--- src/rtl/mdio22_pkg.sv ---
// ----------------------------------------------------------------------------
// MDIO clause-22 master package
// Shared types, register offsets and frame constants.
// ----------------------------------------------------------------------------
package mdio22_pkg;

  localparam int PREAMBLE_BITS = 32;
  localparam int POS_W         = 7;
  localparam int DIV_W         = 10;
  localparam int CMD_W         = 15;

  localparam logic [POS_W-1:0] HEAD_POS  = POS_W'(PREAMBLE_BITS + 14);
  localparam logic [POS_W-1:0] FRAME_POS = POS_W'(PREAMBLE_BITS + 32);
  localparam logic [POS_W-1:0] PRE_POS   = POS_W'(PREAMBLE_BITS);

  localparam logic [9:0] OFS_COMMAND = 10'h000;
  localparam logic [9:0] OFS_WDATA   = 10'h008;
  localparam logic [9:0] OFS_RDATA   = 10'h00c;
  localparam logic [9:0] OFS_STATUS  = 10'h010;

  localparam int CMD_START = 14;
  localparam int CMD_READ  = 11;
  localparam int CMD_WRITE = 10;

  localparam logic [DIV_W-1:0] HALF_RESET = DIV_W'(25);

  typedef enum logic [1:0] {
    REQ_TICK  = 2'd0,
    REQ_READ  = 2'd1,
    REQ_WRITE = 2'd2
  } req_kind_e;

  typedef enum logic [2:0] {
    SEL_NONE    = 3'd0,
    SEL_COMMAND = 3'd1,
    SEL_WDATA   = 3'd2,
    SEL_RDATA   = 3'd3,
    SEL_STATUS  = 3'd4
  } reg_sel_e;

  typedef struct packed {
    req_kind_e   kind;
    reg_sel_e    sel;
    logic [31:0] wdata;
    logic        mdio_in;
  } req_t;

  typedef struct packed {
    logic [31:0] bus_rdata;
    logic        mdc;
    logic        mdio_out;
    logic        mdio_drive;
    logic        busy;
  } res_t;

endpackage

--- src/rtl/mdio_clause22_master_top.sv ---
// ----------------------------------------------------------------------------
// MDIO clause-22 management master
// Register-mapped master that sends clause-22 frames on MDC/MDIO.
//
//   channel      dir  handshake                      payload
//   s_axis       in   s_axis_tvalid_i/tready_o       tuser req_type, tdata request
//   m_axis       out  m_axis_tvalid_o/tready_i       tdata result
//   cfg          in   cfg_valid_i/cfg_ready_o        cfg_data_i MDC half period
//
// One request per cycle while the output is not stalled; a result passes
// through a queue slot and then the result register in the engine.
// Reset clears control state, not queue slots or result data; no clearing pass is needed.
// A stalled output holds the engine; the two-entry queue takes up to two more
// requests before the input drops ready. The config port is always ready.
// ----------------------------------------------------------------------------
module mdio_clause22_master_top (
  input  logic        clk_i,
  input  logic        rst_ni,
  input  logic        cfg_valid_i,
  output logic        cfg_ready_o,
  input  logic [9:0]  cfg_data_i,
  input  logic        s_axis_tvalid_i,
  output logic        s_axis_tready_o,
  input  logic [1:0]  s_axis_tuser_i,   // [1:0] req_type
  input  logic [47:0] s_axis_tdata_i,   // [9:0] reg_offset, [41:10] bus_wdata, [42] mdio_in
  output logic        m_axis_tvalid_o,
  input  logic        m_axis_tready_i,
  output logic [39:0] m_axis_tdata_o    // [31:0] bus_rdata, [32] mdc, [33] mdio_out,
                                        // [34] mdio_drive, [35] busy_res
);

  logic [9:0]       half_q;
  logic             q_valid;
  logic             q_pop;
  mdio22_pkg::req_t q_req;
  mdio22_pkg::res_t res;

  assign cfg_ready_o = 1'b1;

  always_ff @(posedge clk_i or negedge rst_ni) begin
    if (!rst_ni) begin
      half_q <= mdio22_pkg::HALF_RESET;
    end else if (cfg_valid_i) begin
      half_q <= cfg_data_i;
    end
  end

  mdio22_front u_front (
    .clk_i        (clk_i),
    .rst_ni       (rst_ni),
    .in_valid_i   (s_axis_tvalid_i),
    .in_ready_o   (s_axis_tready_o),
    .req_type_i   (s_axis_tuser_i),
    .reg_offset_i (s_axis_tdata_i[9:0]),
    .bus_wdata_i  (s_axis_tdata_i[41:10]),
    .mdio_in_i    (s_axis_tdata_i[42]),
    .q_valid_o    (q_valid),
    .q_req_o      (q_req),
    .q_pop_i      (q_pop)
  );

  mdio22_back u_back (
    .clk_i         (clk_i),
    .rst_ni        (rst_ni),
    .half_period_i (half_q),
    .q_valid_i     (q_valid),
    .q_req_i       (q_req),
    .q_pop_o       (q_pop),
    .out_valid_o   (m_axis_tvalid_o),
    .out_ready_i   (m_axis_tready_i),
    .out_res_o     (res)
  );

  assign m_axis_tdata_o = {4'd0, res.busy, res.mdio_drive, res.mdio_out, res.mdc,
                           res.bus_rdata};

endmodule

--- src/rtl/mdio22_front.sv ---
// ----------------------------------------------------------------------------
// MDIO clause-22 master front end
// Accepts bus requests, decodes kind and register, holds them in a
// two-entry queue for the frame engine.
// ----------------------------------------------------------------------------
module mdio22_front (
  input  logic              clk_i,
  input  logic              rst_ni,
  input  logic              in_valid_i,
  output logic              in_ready_o,
  input  logic [1:0]        req_type_i,
  input  logic [9:0]        reg_offset_i,
  input  logic [31:0]       bus_wdata_i,
  input  logic              mdio_in_i,
  output logic              q_valid_o,
  output mdio22_pkg::req_t  q_req_o,
  input  logic              q_pop_i
);

  mdio22_pkg::req_t slot_q [2];
  mdio22_pkg::req_t req_dec;
  logic             wr_ptr_q, rd_ptr_q;
  logic [1:0]       count_q, count_d;
  logic             push;

  always_comb begin
    req_dec.wdata   = bus_wdata_i;
    req_dec.mdio_in = mdio_in_i;
    case (req_type_i)
      mdio22_pkg::REQ_READ:  req_dec.kind = mdio22_pkg::REQ_READ;
      mdio22_pkg::REQ_WRITE: req_dec.kind = mdio22_pkg::REQ_WRITE;
      default:               req_dec.kind = mdio22_pkg::REQ_TICK;
    endcase
    case (reg_offset_i)
      mdio22_pkg::OFS_COMMAND: req_dec.sel = mdio22_pkg::SEL_COMMAND;
      mdio22_pkg::OFS_WDATA:   req_dec.sel = mdio22_pkg::SEL_WDATA;
      mdio22_pkg::OFS_RDATA:   req_dec.sel = mdio22_pkg::SEL_RDATA;
      mdio22_pkg::OFS_STATUS:  req_dec.sel = mdio22_pkg::SEL_STATUS;
      default:                 req_dec.sel = mdio22_pkg::SEL_NONE;
    endcase
  end

  assign in_ready_o = (count_q != 2'd2);
  assign push       = in_valid_i && in_ready_o;
  assign q_valid_o  = (count_q != 2'd0);
  assign q_req_o    = slot_q[rd_ptr_q];

  always_comb begin
    count_d = count_q;
    if (push && !q_pop_i) begin
      count_d = count_q + 2'd1;
    end else if (!push && q_pop_i) begin
      count_d = count_q - 2'd1;
    end
  end

  always_ff @(posedge clk_i or negedge rst_ni) begin
    if (!rst_ni) begin
      wr_ptr_q <= 1'b0;
      rd_ptr_q <= 1'b0;
      count_q  <= 2'd0;
    end else begin
      count_q <= count_d;
      if (push) begin
        wr_ptr_q <= ~wr_ptr_q;
      end
      if (q_pop_i) begin
        rd_ptr_q <= ~rd_ptr_q;
      end
    end
  end

  always_ff @(posedge clk_i) begin
    if (push) begin
      slot_q[wr_ptr_q] <= req_dec;
    end
  end

`ifndef NO_ASSERTIONS
  a_count_range: assert property (@(posedge clk_i) disable iff (!rst_ni)
    count_q != 2'd3) else $error("queue count out of range");
  a_pop_nonempty: assert property (@(posedge clk_i) disable iff (!rst_ni)
    q_pop_i |-> count_q != 2'd0) else $error("pop from empty queue");
  a_ptr_match: assert property (@(posedge clk_i) disable iff (!rst_ni)
    (count_q == 2'd0 || count_q == 2'd2) |-> wr_ptr_q == rd_ptr_q)
    else $error("queue pointers disagree with count");
`endif

endmodule

--- src/rtl/mdio22_back.sv ---
// ----------------------------------------------------------------------------
// MDIO clause-22 master frame engine
// Applies register reads, and writes while no frame runs, runs the MDC
// divider and frame sequencer, and registers one result per request.
// ----------------------------------------------------------------------------
module mdio22_back (
  input  logic                   clk_i,
  input  logic                   rst_ni,
  input  logic [9:0]             half_period_i,
  input  logic                   q_valid_i,
  input  mdio22_pkg::req_t       q_req_i,
  output logic                   q_pop_o,
  output logic                   out_valid_o,
  input  logic                   out_ready_i,
  output mdio22_pkg::res_t       out_res_o
);

  logic [mdio22_pkg::CMD_W-1:0]  cmd_q, cmd_d;
  logic [15:0]                   wr_q, wr_d;
  logic [15:0]                   rd_q, rd_d;
  logic                          fail_q, fail_d;
  logic [mdio22_pkg::POS_W-1:0]  pos_q, pos_d;
  logic [mdio22_pkg::DIV_W-1:0]  div_q, div_d;
  logic                          lvl_q, lvl_d;
  logic                          out_valid_q;
  mdio22_pkg::res_t              res_q, res_d;
  logic                          take;

  always_comb begin
    logic [mdio22_pkg::DIV_W-1:0] half;
    logic [mdio22_pkg::DIV_W:0]   nxt;
    logic [mdio22_pkg::POS_W-1:0] j;
    logic [31:0]                  tail;
    logic                         rd_frame;
    logic                         busy;
    cmd_d  = cmd_q;
    wr_d   = wr_q;
    rd_d   = rd_q;
    fail_d = fail_q;
    pos_d  = pos_q;
    div_d  = div_q;
    lvl_d  = lvl_q;
    res_d  = '0;
    busy   = cmd_q[mdio22_pkg::CMD_START];

    if (q_req_i.kind == mdio22_pkg::REQ_READ) begin
      case (q_req_i.sel)
        mdio22_pkg::SEL_COMMAND: res_d.bus_rdata = {17'd0, cmd_q};
        mdio22_pkg::SEL_WDATA:   res_d.bus_rdata = {16'd0, wr_q};
        mdio22_pkg::SEL_RDATA:   res_d.bus_rdata = {16'd0, rd_q};
        mdio22_pkg::SEL_STATUS:  res_d.bus_rdata = {31'd0, fail_q};
        default:                 res_d.bus_rdata = '0;
      endcase
    end else if (q_req_i.kind == mdio22_pkg::REQ_WRITE && !busy) begin
      if (q_req_i.sel == mdio22_pkg::SEL_COMMAND) begin
        cmd_d = q_req_i.wdata[mdio22_pkg::CMD_W-1:0];
        if (!cmd_d[mdio22_pkg::CMD_READ] && !cmd_d[mdio22_pkg::CMD_WRITE]) begin
          cmd_d[mdio22_pkg::CMD_START] = 1'b0;
        end
        if (cmd_d[mdio22_pkg::CMD_START]) begin
          pos_d = '0;
          div_d = '0;
          lvl_d = 1'b0;
        end
      end else if (q_req_i.sel == mdio22_pkg::SEL_WDATA) begin
        wr_d = q_req_i.wdata[15:0];
      end
    end

    rd_frame = cmd_d[mdio22_pkg::CMD_READ];
    half     = (half_period_i == '0) ? mdio22_pkg::DIV_W'(1) : half_period_i;
    nxt      = {1'b0, div_d} + 11'd1;

    if (cmd_d[mdio22_pkg::CMD_START]) begin
      if (nxt < {1'b0, half}) begin
        div_d = nxt[mdio22_pkg::DIV_W-1:0];
      end else begin
        div_d = '0;
        if (!lvl_d) begin
          lvl_d = 1'b1;
          if (rd_frame && pos_d >= mdio22_pkg::HEAD_POS + 7'd1) begin
            if (pos_d == mdio22_pkg::HEAD_POS + 7'd1) begin
              fail_d = q_req_i.mdio_in;
            end else if (pos_d < mdio22_pkg::FRAME_POS) begin
              rd_d = {rd_d[14:0], q_req_i.mdio_in};
            end
          end
        end else begin
          lvl_d = 1'b0;
          pos_d = pos_d + 7'd1;
          if (pos_d >= mdio22_pkg::FRAME_POS) begin
            pos_d = '0;
            cmd_d[mdio22_pkg::CMD_START] = 1'b0;
          end
        end
      end
    end

    tail = {2'b01, (rd_frame ? 2'b10 : 2'b01), cmd_d[9:5], cmd_d[4:0], 2'b10, wr_d};
    j    = pos_d - mdio22_pkg::PRE_POS;
    res_d.busy       = cmd_d[mdio22_pkg::CMD_START];
    res_d.mdc        = lvl_d;
    res_d.mdio_drive = res_d.busy && !(rd_frame && pos_d >= mdio22_pkg::HEAD_POS);
    if (!res_d.mdio_drive) begin
      res_d.mdio_out = 1'b0;
    end else if (pos_d < mdio22_pkg::PRE_POS) begin
      res_d.mdio_out = 1'b1;
    end else if (j < 7'd32) begin
      res_d.mdio_out = tail[~j[4:0]];
    end else begin
      res_d.mdio_out = 1'b0;
    end
  end

  assign take        = q_valid_i && (!out_valid_q || out_ready_i);
  assign q_pop_o     = take;
  assign out_valid_o = out_valid_q;
  assign out_res_o   = res_q;

  always_ff @(posedge clk_i or negedge rst_ni) begin
    if (!rst_ni) begin
      cmd_q       <= '0;
      wr_q        <= '0;
      rd_q        <= '0;
      fail_q      <= 1'b0;
      pos_q       <= '0;
      div_q       <= '0;
      lvl_q       <= 1'b0;
      out_valid_q <= 1'b0;
    end else begin
      if (take) begin
        cmd_q  <= cmd_d;
        wr_q   <= wr_d;
        rd_q   <= rd_d;
        fail_q <= fail_d;
        pos_q  <= pos_d;
        div_q  <= div_d;
        lvl_q  <= lvl_d;
      end
      if (take) begin
        out_valid_q <= 1'b1;
      end else if (out_ready_i) begin
        out_valid_q <= 1'b0;
      end
    end
  end

  always_ff @(posedge clk_i) begin
    if (take) begin
      res_q <= res_d;
    end
  end

`ifndef NO_ASSERTIONS
  a_idle_pos: assert property (@(posedge clk_i) disable iff (!rst_ni)
    !cmd_q[mdio22_pkg::CMD_START] |-> pos_q == '0 && !lvl_q)
    else $error("sequencer not parked while idle");
  a_pos_range: assert property (@(posedge clk_i) disable iff (!rst_ni)
    pos_q < mdio22_pkg::FRAME_POS) else $error("bit position past frame end");
  a_idle_release: assert property (@(posedge clk_i) disable iff (!rst_ni)
    (out_valid_q && !res_q.busy) |-> (!res_q.mdio_drive && !res_q.mdio_out && !res_q.mdc))
    else $error("MDIO driven while idle");
  a_start_op: assert property (@(posedge clk_i) disable iff (!rst_ni)
    cmd_q[mdio22_pkg::CMD_START]
      |-> (cmd_q[mdio22_pkg::CMD_READ] || cmd_q[mdio22_pkg::CMD_WRITE]))
    else $error("frame running without operation");
`endif

endmodule
--- config.mk ---
export PLATFORM = sky130hd
export DESIGN_NAME = mdio_clause22_master_top
export DESIGN_NICKNAME = d
export VERILOG_FILES = /design/src/rtl/mdio22_pkg.sv /design/src/rtl/mdio_clause22_master_top.sv /design/src/rtl/mdio22_front.sv /design/src/rtl/mdio22_back.sv
export SDC_FILE = /design/constraint.sdc
export NUM_CORES = 1
export LEC_CHECK = 0
export BUFFER_PORTS_ARGS = -buffer_cell sky130_fd_sc_hd__buf_2
export CAP_MARGIN = 25
export CORE_MARGIN = 8
export CORE_UTILIZATION = 45
export CTS_BUF_LIST = sky130_fd_sc_hd__clkbuf_4 sky130_fd_sc_hd__clkbuf_8 sky130_fd_sc_hd__clkbuf_16
export DETAILED_ROUTE_END_ITERATION = 8
export PLACE_DENSITY_LB_ADDON = 0.2
export SLEW_MARGIN = 0
export SYNTH_ARGS = -nofsm -noshare
export SYNTH_HDL_FRONTEND = slang
export SYNTH_SLANG_ARGS = --single-unit
--- constraint.sdc ---
create_clock -name clk_i -period 5.2 [get_ports clk_i]
set_input_delay 0 -clock clk_i [delete_from_list [all_inputs] [get_ports clk_i]]
set_output_delay 0 -clock clk_i [all_outputs]
set_load 0.005 [all_outputs]
**Word-level counts from Yosys, hierarchy flattened**

Memory sizes are Yosys's and may differ from the RTL's.
Index checks and enable logic that the tools add are counted.

- Register bits: 117
- Latch bits: 0
- Bits in writable memories: 76
- Memory bits (read-only): 0
- Bits of input ports: 65
- Output and inout port bits: 43
- Logic and storage cells: 128
- Memories kept: 1

Memory list:

| name | depth | bits a word | rd ports | clocked after Yosys merged registers in | write ports | RTL line | RTL |
|---|---|---|---|---|---|---|---|
| u_front.slot_q | 2 | 38 | 1 | 0 | 1 | mdio22_front.sv:20 | `mdio22_pkg::req_t slot_q [2];` |

- Add/sub/neg operators: 5
- Multipliers: 0
- Divide/modulo/power cells: 0
- Magnitude comparators: 8
- Equality and inequality tests: 13
- Shift-type cells: 0
- Mux-type cells: 51
- Bitwise operators: 7
- Reductions and logical operators: 25

Operators with widths:

| cell | number |
|---|---|
| $mux 10 | 7 |
| $mux 16 | 4 |
| $pmux 16 s4 | 1 |
| $mux 7 | 8 |
| $mux 15 | 3 |
| $mux 1 | 22 |
| $eq 10x4->1 const B | 2 |
| $logic_not 10->1 | 2 |
| $ge 7x6->1 const B | 2 |
| $lt 7x6->1 const B | 2 |
| $pmux 3 s4 | 1 |
| $add 10x1->11 const B | 1 |
| $lt 11x10->1 | 1 |
| $eq 10x5->1 const B | 1 |
| $logic_and 1x1->1 | 9 |
| $add 7x1->7 const B | 1 |
| $eq 7x6->1 const B | 1 |
| $ge 7x7->1 const B | 1 |
| $logic_not 1->1 | 7 |
| $lt 7x7->1 const B | 1 |
| $reduce_and 7->1 | 1 |
| $sub 7x6->7 const B | 1 |
| $eq 3x2->1 const B | 2 |
| $lt 5x6->1 const B | 1 |
| other kinds (16) | 27 |

**Logic depth before layout (Yosys ltp)**

Gate-level depths: netlist of the first run.
An unclocked memory read counts as a cell.

- Depth after elaboration: 23
- Mapped depth: 24
- Gate-level depth less buffers: 20

**Modules after synthesis**

Synthesis of the first run repeated with hierarchy kept, for this count alone.

- Cell total of the unflattened synthesis: 692
- Area, all modules: 8,689.6 um^2

By module, submodules not included:

| module | times used | cells an instance | area an instance (um^2) | seq. area each (um^2) |
|---|---|---|---|---|
| mdio22_back | 1 | 519 | 5,228.8 | 2,277.2 |
| mdio22_front | 1 | 145 | 3,000.4 | 2,382.3 |
| mdio_clause22_master_top | 1 | 28 | 460.4 | 254.0 |

**Worst setup path after synthesis of the first run**

No wires, ideal clock.

- Path type: register to register
- Start: register u_front.rd_ptr_q
- End: register u_back.res_q (netlist bit u_back.out_res_o[2]) (data pin)
- Library setup time: 0.256 ns
- Arrival time: 4.992 ns
- Required time: 4.944 ns
- Path slack: -0.048 ns
- Stages on the path, launching flop included: 25
- Buffers on the path: 4
- Period minus slack after synthesis: 5.248 ns
- Cells stage by stage: dfrtp_1 buf_6 or4b_4 o31ai_4 nand3_4 clkbuf_1 clkbuf_1 and2_1 ha_1 and4_1 nand2_1 xor2_1 nor2_1 ha_1 a21o_1 a21oi_1 o211ai_4 o211ai_4 a21boi_2 buf_6 mux2i_1 a22oi_1 a31o_1 a2111o_1 o211a_1

- Word-level cells in the longest chain between the ends: 23
- Elaborated cells between the ends (all ways): 57
- Those cells by class: add/sub (3); order compare (5); eq/ne (4); mux (36); bitwise (1); reduce/logical (7); memory (1)

Ends and longest elaborated chain:

| what | RTL line | RTL |
|---|---|---|
| from (decl) | mdio22_front.sv:22 | `logic wr_ptr_q, rd_ptr_q;` |
| from (signal assigned) | mdio22_front.sv:68 | `rd_ptr_q <= ~rd_ptr_q;` |
| $mem_v2 2x38 * | - |  |
| $logic_not 1->1 | mdio22_back.sv:57 | `if (!cmd_d[mdio22_pkg::CMD_READ] && !cmd_d[mdio22_pkg::CMD_WRITE]) begin` |
| $logic_and 1x1->1 | mdio22_back.sv:57 |  |
| $mux 1 | mdio22_back.sv:57 |  |
| $mux 1 | mdio22_back.sv:55 | `if (q_req_i.sel == mdio22_pkg::SEL_COMMAND) begin` |
| $mux 1 | mdio22_back.sv:54 | `end else if (q_req_i.kind == mdio22_pkg::REQ_WRITE && !busy) begin` |
| $mux 1 | mdio22_back.sv:46 | `if (q_req_i.kind == mdio22_pkg::REQ_READ) begin` |
| $mux 7 | mdio22_back.sv:60 | `if (cmd_d[mdio22_pkg::CMD_START]) begin` |
| (+7 left out) | - |  |
| $mux 7 | mdio22_back.sv:75 | `if (nxt < {1'b0, half}) begin` |
| $mux 7 | mdio22_back.sv:74 | `if (cmd_d[mdio22_pkg::CMD_START]) begin` |
| $sub 7x6->7 | mdio22_back.sv:100 | `j = pos_d - mdio22_pkg::PRE_POS;` |
| $not 5->5 | mdio22_back.sv:109 | `res_d.mdio_out = tail[~j[4:0]];` |
| $bmux 1 s5 | mdio22_back.sv:109 |  |
| $mux 1 (not written as such) | mdio22_back.sv:109 |  |
| $mux 1 | mdio22_back.sv:108 | `end else if (j < 7'd32) begin` |
| $mux 1 | mdio22_back.sv:106 | `end else if (pos_d < mdio22_pkg::PRE_POS) begin` |
| to (signal assigned) | mdio22_back.sv:150 | `res_q <= res_d;` |
| to (decl) | mdio22_back.sv:26 | `mdio22_pkg::res_t res_q, res_d;` |

Every way passes the cells marked *; elsewhere a longest branch is shown, timed or not. The select of a mux whose other input is x is not followed.
A chain may end at the register's enable or synchronous reset.

**Worst setup path in the final report of the first run**

Same ends and word-level chain as after synthesis.

==> results of run 1 <==
-- worst paths after layout --
kind,cells past startpoint,startpoint,endpoint
setup / recovery,21,u_front.rd_ptr_q,u_back.out_res_o[2]
hold / removal,2,cfg_valid_i,half_q[0]
setup reg to reg,21,u_front.rd_ptr_q,u_back.out_res_o[2]
hold reg to reg,2,u_back.out_valid_o,u_back.out_valid_o
max in group asynchronous,3,rst_ni,half_q[4]
min in group asynchronous,2,rst_ni,u_back.div_q[3]
-- timing repair --
action	CTS	global route
gates resized for setup	1	14
endpoints found under the hold margin	134	0
hold buffers	59	0
pin swaps	0	6
buffers inserted	0	10
setup endpoints to repair	1	1
-- power by group through the flow --
stage	Combinational, mW	Sequential [mW]	Clock [mW]
floorplan	0.860	1.68	0
global placement	1.22	1.76	0
detailed placement	1.26	1.77	0
CTS	1.30	1.74	1.30
global route	1.48	1.78	1.34
finish	1.34	1.75	1.28
-- area by class of cell --
cell class              instances  area share (%)
multi-input cells             551           35.67
well taps                     220           2.853
clock buffers                  18           4.487
inverters                      20          0.7780
repair buffers                167           13.39
clock inverters                14           1.841
flip-flops and latches        145           40.98
-- synthesized netlist by cell type, types with 3 or more instances --
| library cell | instances |
|---|---|
| o31ai_1 | 6 |
| buf_6 | 3 |
| o211a_1 | 3 |
| inv_1 | 19 |
| nand2_1 | 106 |
| nand2b_1 | 11 |
| dfstp_2 | 3 |
| nor2_1 | 75 |
| nand4_1 | 8 |
| dfrtp_1 | 78 |
| and3_1 | 11 |
| a21o_1 | 5 |
| buf_4 | 24 |
| a31oi_1 | 8 |
| xor2_1 | 8 |
| ha_1 | 12 |
| nor4_1 | 3 |
| and2_1 | 10 |
| mux2i_1 | 23 |
| edfxtp_1 | 64 |
| mux2_2 | 23 |
| a21oi_2 | 3 |
| xnor2_1 | 10 |
| nand3_1 | 18 |
| nor2b_1 | 3 |
| clkbuf_1 | 30 |
| o211ai_1 | 13 |
| o21ai_0 | 34 |
| nor3_1 | 7 |
| a21oi_1 | 79 |
-- state kept, by name (all words and copies together), names as in the netlist --
name / cells
half_q: 10
u_back.cmd_q: 15
u_back.div_q: 10
u_back.fail_q: 1
u_back.lvl_q: 1
u_back.out_res_o: 20
u_back.out_valid_o: 1
u_back.pos_q: 7
u_back.rd_q: 16
u_back.wr_q: 16
u_front.count_q: 2
u_front.rd_ptr_q: 1
u_front.slot_q: 44
u_front.wr_ptr_q: 1
-- stage by stage --
step                      power (mW)  setup TNS (ns)
after floorplan                2.545               0
after global placement         2.971               0
after detailed placement       3.023               0
after CTS                      4.344               0
after global routing           4.604        -0.04157
final                          4.371               0
-- routing by layer --
layer,global-route usage [%],vias up,share of wire [%]
li1,-,2952,-
met1,25.31,3027,45
met2,29.63,290,45
met3,5.377,40,8.3
met4,8.449,0,2.6
met5,0,-,0
-- worst max-delay path: cells and delay by family (launching register included) --
| family | cells | cell delay, ns |
|---|---|---|
| fa+ha+maj | 2 | 0.53 |
| flops | 1 | 0.43 |
| mux | 1 | 0.21 |
| compound gates | 10 | 2.05 |
| xor+xnor | 1 | 0.16 |
| simple gates | 6 | 1.26 |
| buf+inv | 1 | 0.16 |
-- kinds of logic after synthesis --
group / after synthesis / synth area share (%)
compound gates: 185 / 15.89
other cells: 2 / 0.09822
fa+ha+maj: 12 / 1.964
simple gates: 267 / 16.07
buf+inv: 79 / 5.384
mux: 48 / 6.840
xor+xnor: 18 / 2.062
flops: 145 / 51.69
==> flow_summary.ini, run 1 <==
[outcome]
status = completed

[layout]
layout_common_cells = nand2_1 (106), a21oi_1 (77), dfrtp_1 (77)
multi_input_area_um2 = 3442
fill_cells = 1395
diodes = 0
stdcell_area_um2 = 9649
final_util_pct = 58.19
final_common_cell = nand2_1
instances_no_fill = 1135
seqCellArea_um2 = 3954
drive_gt1_share_pct = 21.64
syn2layout_area_growth_pct = 26.20
nets = 979

[critical_path]
arrival_ns = 5.24
cp_cell_sequence = or4b_4, o31ai_4, nand3_4, and2_1, ha_2, and4_1, nand2_1, xor2_1, nor2_1, ha_1, a21o_1, a21oi_2, o211ai_4, o211ai_4, a21boi_4, buf_4, mux2i_2, a22oi_1, a31o_1, a2111o_1, o211a_1
crit_path_start_kind = flop
path_class = flop to flop
regToRegSetupSlack_ns = 0.15
worst_path_max_delay_cell = or4b_4
cp-end-kind = flop
critPathMaxFanout = 6
slowest_delay_ns = 0.55
critical_path.most_common_cell = o211ai_4
worstPathRequired_ns = 5.39

[timing]
worst_pin_slew_ns = 0.8312
finalWorstSetupSlack_ns = 0.1543
min_period_ns = 5.046
min_period_over_period_pct = 97.03
fin_skew_ns = 0.01117
finalSetupViolCount = 0
fmax_ghz = 0.1982
hold_slack_ns = 0.04975
hold_viol = 0
max_slew_margin_pct = 44.56
finalMaxSlewViolations = 0

[clock_tree]
clk_latency_ns = 0.44
h-tree-depth = 4
cts_max_path_buffers = 2
path_clk_slew_ns = 0.06
cts_made_buffers = 17
cts_tree = built
clock_sinks = 145
clockRootBuffer = clkbuf_16

[logic_synthesis]
synth_area_um2 = 7646
synth_top_area_share_pct = 25.53
ys_async_sr_fraction_pct = 55.86
synth_edf_count = 64
avgSynthCellArea_um2 = 10.11
yosys.area.top_type = dfrtp_1
synth.distinct_cells = 73
synth-warning-count = 0
syn-instance-count = 756
seq_area_frac_synth_pct = 51.69
synth_seq_cells = 145
synth_ff_type = dfrtp_1
synthTopCellsByArea = dfrtp_1 (26%), edfxtp_1 (25%), nand2_1 (5.2%)

[floorplanning]
die-area_um2 = 21420
die_w_um = 146.4
coreArea_um2 = 16580
ios = 108
start_util_pct = 46.11
rows = 47
die_h_um = 146.4

[place]
place_area_um2 = 8233
dp_hpwl_um = 14250
placed_cells = 1031
pre_cts_slack_ns = 0.03418
io_buffers = 65
place_congestion = 0.9641

[routing]
vias = 6309
drc_errors = 0
wl_per_cell_um = 18.21
detail_route.wirelength_um = 20670
dr.first_iter.drc_count = 488
dr.pass1.iters = 5
via_per_inst = 5.559
postRouteAntennaNets = 0

[power]
power_frac_comb_pct = 30.7
seqPwrFrac_pct = 40.0
power.density_nw_per_um2 = 453.0
p_clk_share_pct = 29.3
p_int_mw = 2.818
switching_share_pct = 35.53
vdd_drop_max_mv = 0.3000
p_sw_mw = 1.553
p_leak_nw = 4.054

[global_routing]
grt_util_all_layers_pct = 19.40
grt_pass1_wl_um = 32910
grt_overflow = 0
first_global_vias = 6211
antenna_found_initial = 0
grt_max_degree = 82

[run]
drv_cap = 0

[worst_hold_path]
hp-class = input pin to flop
Note: power is estimated with default switching activity, not from simulation.
==> run 2: changes to the inputs <==
Settings changed: CELL_PAD_IN_SITES_DETAIL_PLACEMENT from default to 1, CELL_PAD_IN_SITES_GLOBAL_PLACEMENT from default to 1, CORE_ASPECT_RATIO from default to 2, CORE_UTILIZATION 45 to 41.
==> flow_summary.ini, run 2 (synthesis gave the netlist of run 1 again) <==
[critical_path]
reg2reg_depth = 20
path_class = flop to flop
worstPathRequired_ns = 5.38
critPathMaxFanout = 5
arrival_ns = 5.23
cp-end-kind = flop
crit_path_start_kind = flop

[layout]
instances_no_fill = 1131
fill_cells = 2002
final_common_cell = nand2_1
largest_reg_flops = 44
nets = 979
largest-register = u_front.slot_q
final_util_pct = 53.11
seqCellArea_um2 = 3953
diodes = 0
syn2layout_area_growth_pct = 27.15
multi_input_area_um2 = 3486
drive_gt1_share_pct = 23.17
layout_common_cells = nand2_1 (105), dfrtp_1 (78), a21oi_1 (77)
stdcell_area_um2 = 9722

[timing]
finalMaxSlewViolations = 0
max_slew_margin_pct = 32.82
hold_viol = 0
worst_pin_slew_ns = 1.003
min_period_over_period_pct = 97.10
fin_skew_ns = 0.007329
rsz0062_at_grt = false
finalWorstSetupSlack_ns = 0.1510
fmax_ghz = 0.1981
finalSetupViolCount = 0
min_period_ns = 5.049

[floorplanning]
rows = 70
die_h_um = 209.1
ios = 108
die-area_um2 = 23540
start_util_pct = 41.77
die_w_um = 112.6
coreArea_um2 = 18310

[global_routing]
grt_util_all_layers_pct = 22.58
antenna_found_initial = 0
grt_max_degree = 57
grt_overflow = 0
grt_pass1_wl_um = 40380
first_global_vias = 7176

[clock_tree]
cts_max_path_buffers = 2
clockRootBuffer = clkbuf_16
cts_made_buffers = 17
h-tree-depth = 4
path_clk_slew_ns = 0.06
clk_latency_ns = 0.42
cts_tree = built
clock_sinks = 145

[routing]
dr.pass1.iters = 5
vias = 6294
detail_route.wirelength_um = 25970
dr.first_iter.drc_count = 407
via_per_inst = 5.565
drc_errors = 0
wl_per_cell_um = 22.96
postRouteAntennaNets = 0

[place]
pre_cts_slack_ns = -0.03268
placed_cells = 1039
place_congestion = 0.9161
io_buffers = 65
place_area_um2 = 8361
dp_hpwl_um = 18830

[power]
p_leak_nw = 4.101
vdd_drop_max_mv = 0.3570
total_power_mw = 4.589
power.density_nw_per_um2 = 472.0

[worst_hold_path]
hp-class = input pin to flop
whs_path_depth = 2

[outcome]
status = completed

[run]
drv_cap = 0
## run 2: cell count changes in the layout (fill, tap and decap cells not counted), moves of 2 or more
cell           previous run  this run
dlygate4sd3_1            59        50
nor2_1                   71        73
clkinvlp_4                3         1
buf_4                    39        47
nor2_2                    4         2
bufinv_16                 3         5
buf_8                     2         0
## run 2: cell type report
| class | count | area share, % |
|---|---|---|
| tap | 216 | 2.780 |
| clock inverter | 13 | 2.124 |
| inverter | 20 | 0.7722 |
| multi-input combinational | 551 | 35.86 |
| clock buffer | 19 | 4.530 |
| sequential | 145 | 40.66 |
| timing repair buffer | 167 | 13.28 |
## run 2: layer usage
layer  GRT usage, %  routed length (um)  vias to the layer above  part of all wire, %
met5              0                   0                        -                    0
met4          13.12                1285                        0                  4.9
met3          2.975                 485                       51                  1.9
met2          45.41               15280                      128                   59
met1          20.47                8922                     3168                   34
li1               -                   -                     2947                    -
## run 2: worst paths after layout
path | start | to | slack (ns)
max | u_front.rd_ptr_q | u_back.out_res_o[2] | 0.15
min | cfg_valid_i | half_q[6] | 0.01
max reg2reg | u_front.rd_ptr_q | u_back.out_res_o[2] | 0.15
min reg2reg | u_back.out_valid_o | u_back.out_valid_o | 0.51
max in group asynchronous | rst_ni | u_back.div_q[5] | 4.00
min in group asynchronous | rst_ni | u_back.cmd_q[11] | 0.07
## run 2: through the flow
stage,hold WS [ns],TNS (ns)
finish,0.009710,0
global route,0.01366,0
CTS,0.001824,0
detailed placement,-0.03573,-0.03268
global placement,-0.03300,0
floorplan,-0.2956,0
## run 2: report_power, final
group	switching (mW)	internal [mW]	leakage [nW]
combinational	0.914	0.550	2.13
sequential	0.234	1.53	1.66
clock	0.496	0.864	0.317
## run 2: what timing repair did
item / in CTS / in global routing
setup endpoints to repair: 1 / 1
pin swaps: 3 / 14
setup buffers: 1 / 8
endpoints found under the hold margin: 81 / 0
hold buffers: 50 / 0
resized for setup: 4 / 19
## run 2: worst max-delay path: stages (launching register included)
cell      delay [ns]
dfrtp_1         0.41
or4b_4          0.56
o31ai_4         0.09
nand3_4         0.14
and2_4          0.19
and3_1          0.21
xnor2_1         0.21
nor2_1          0.07
ha_1            0.33
a21oi_1         0.18
a21boi_0        0.17
o31ai_4         0.33
o211ai_4        0.16
o211ai_4        0.23
buf_4           0.16
o21ai_4         0.08
mux2_4          0.32
o211ai_1        0.27
o211ai_1        0.14
a2111o_1        0.41
o211a_1         0.12
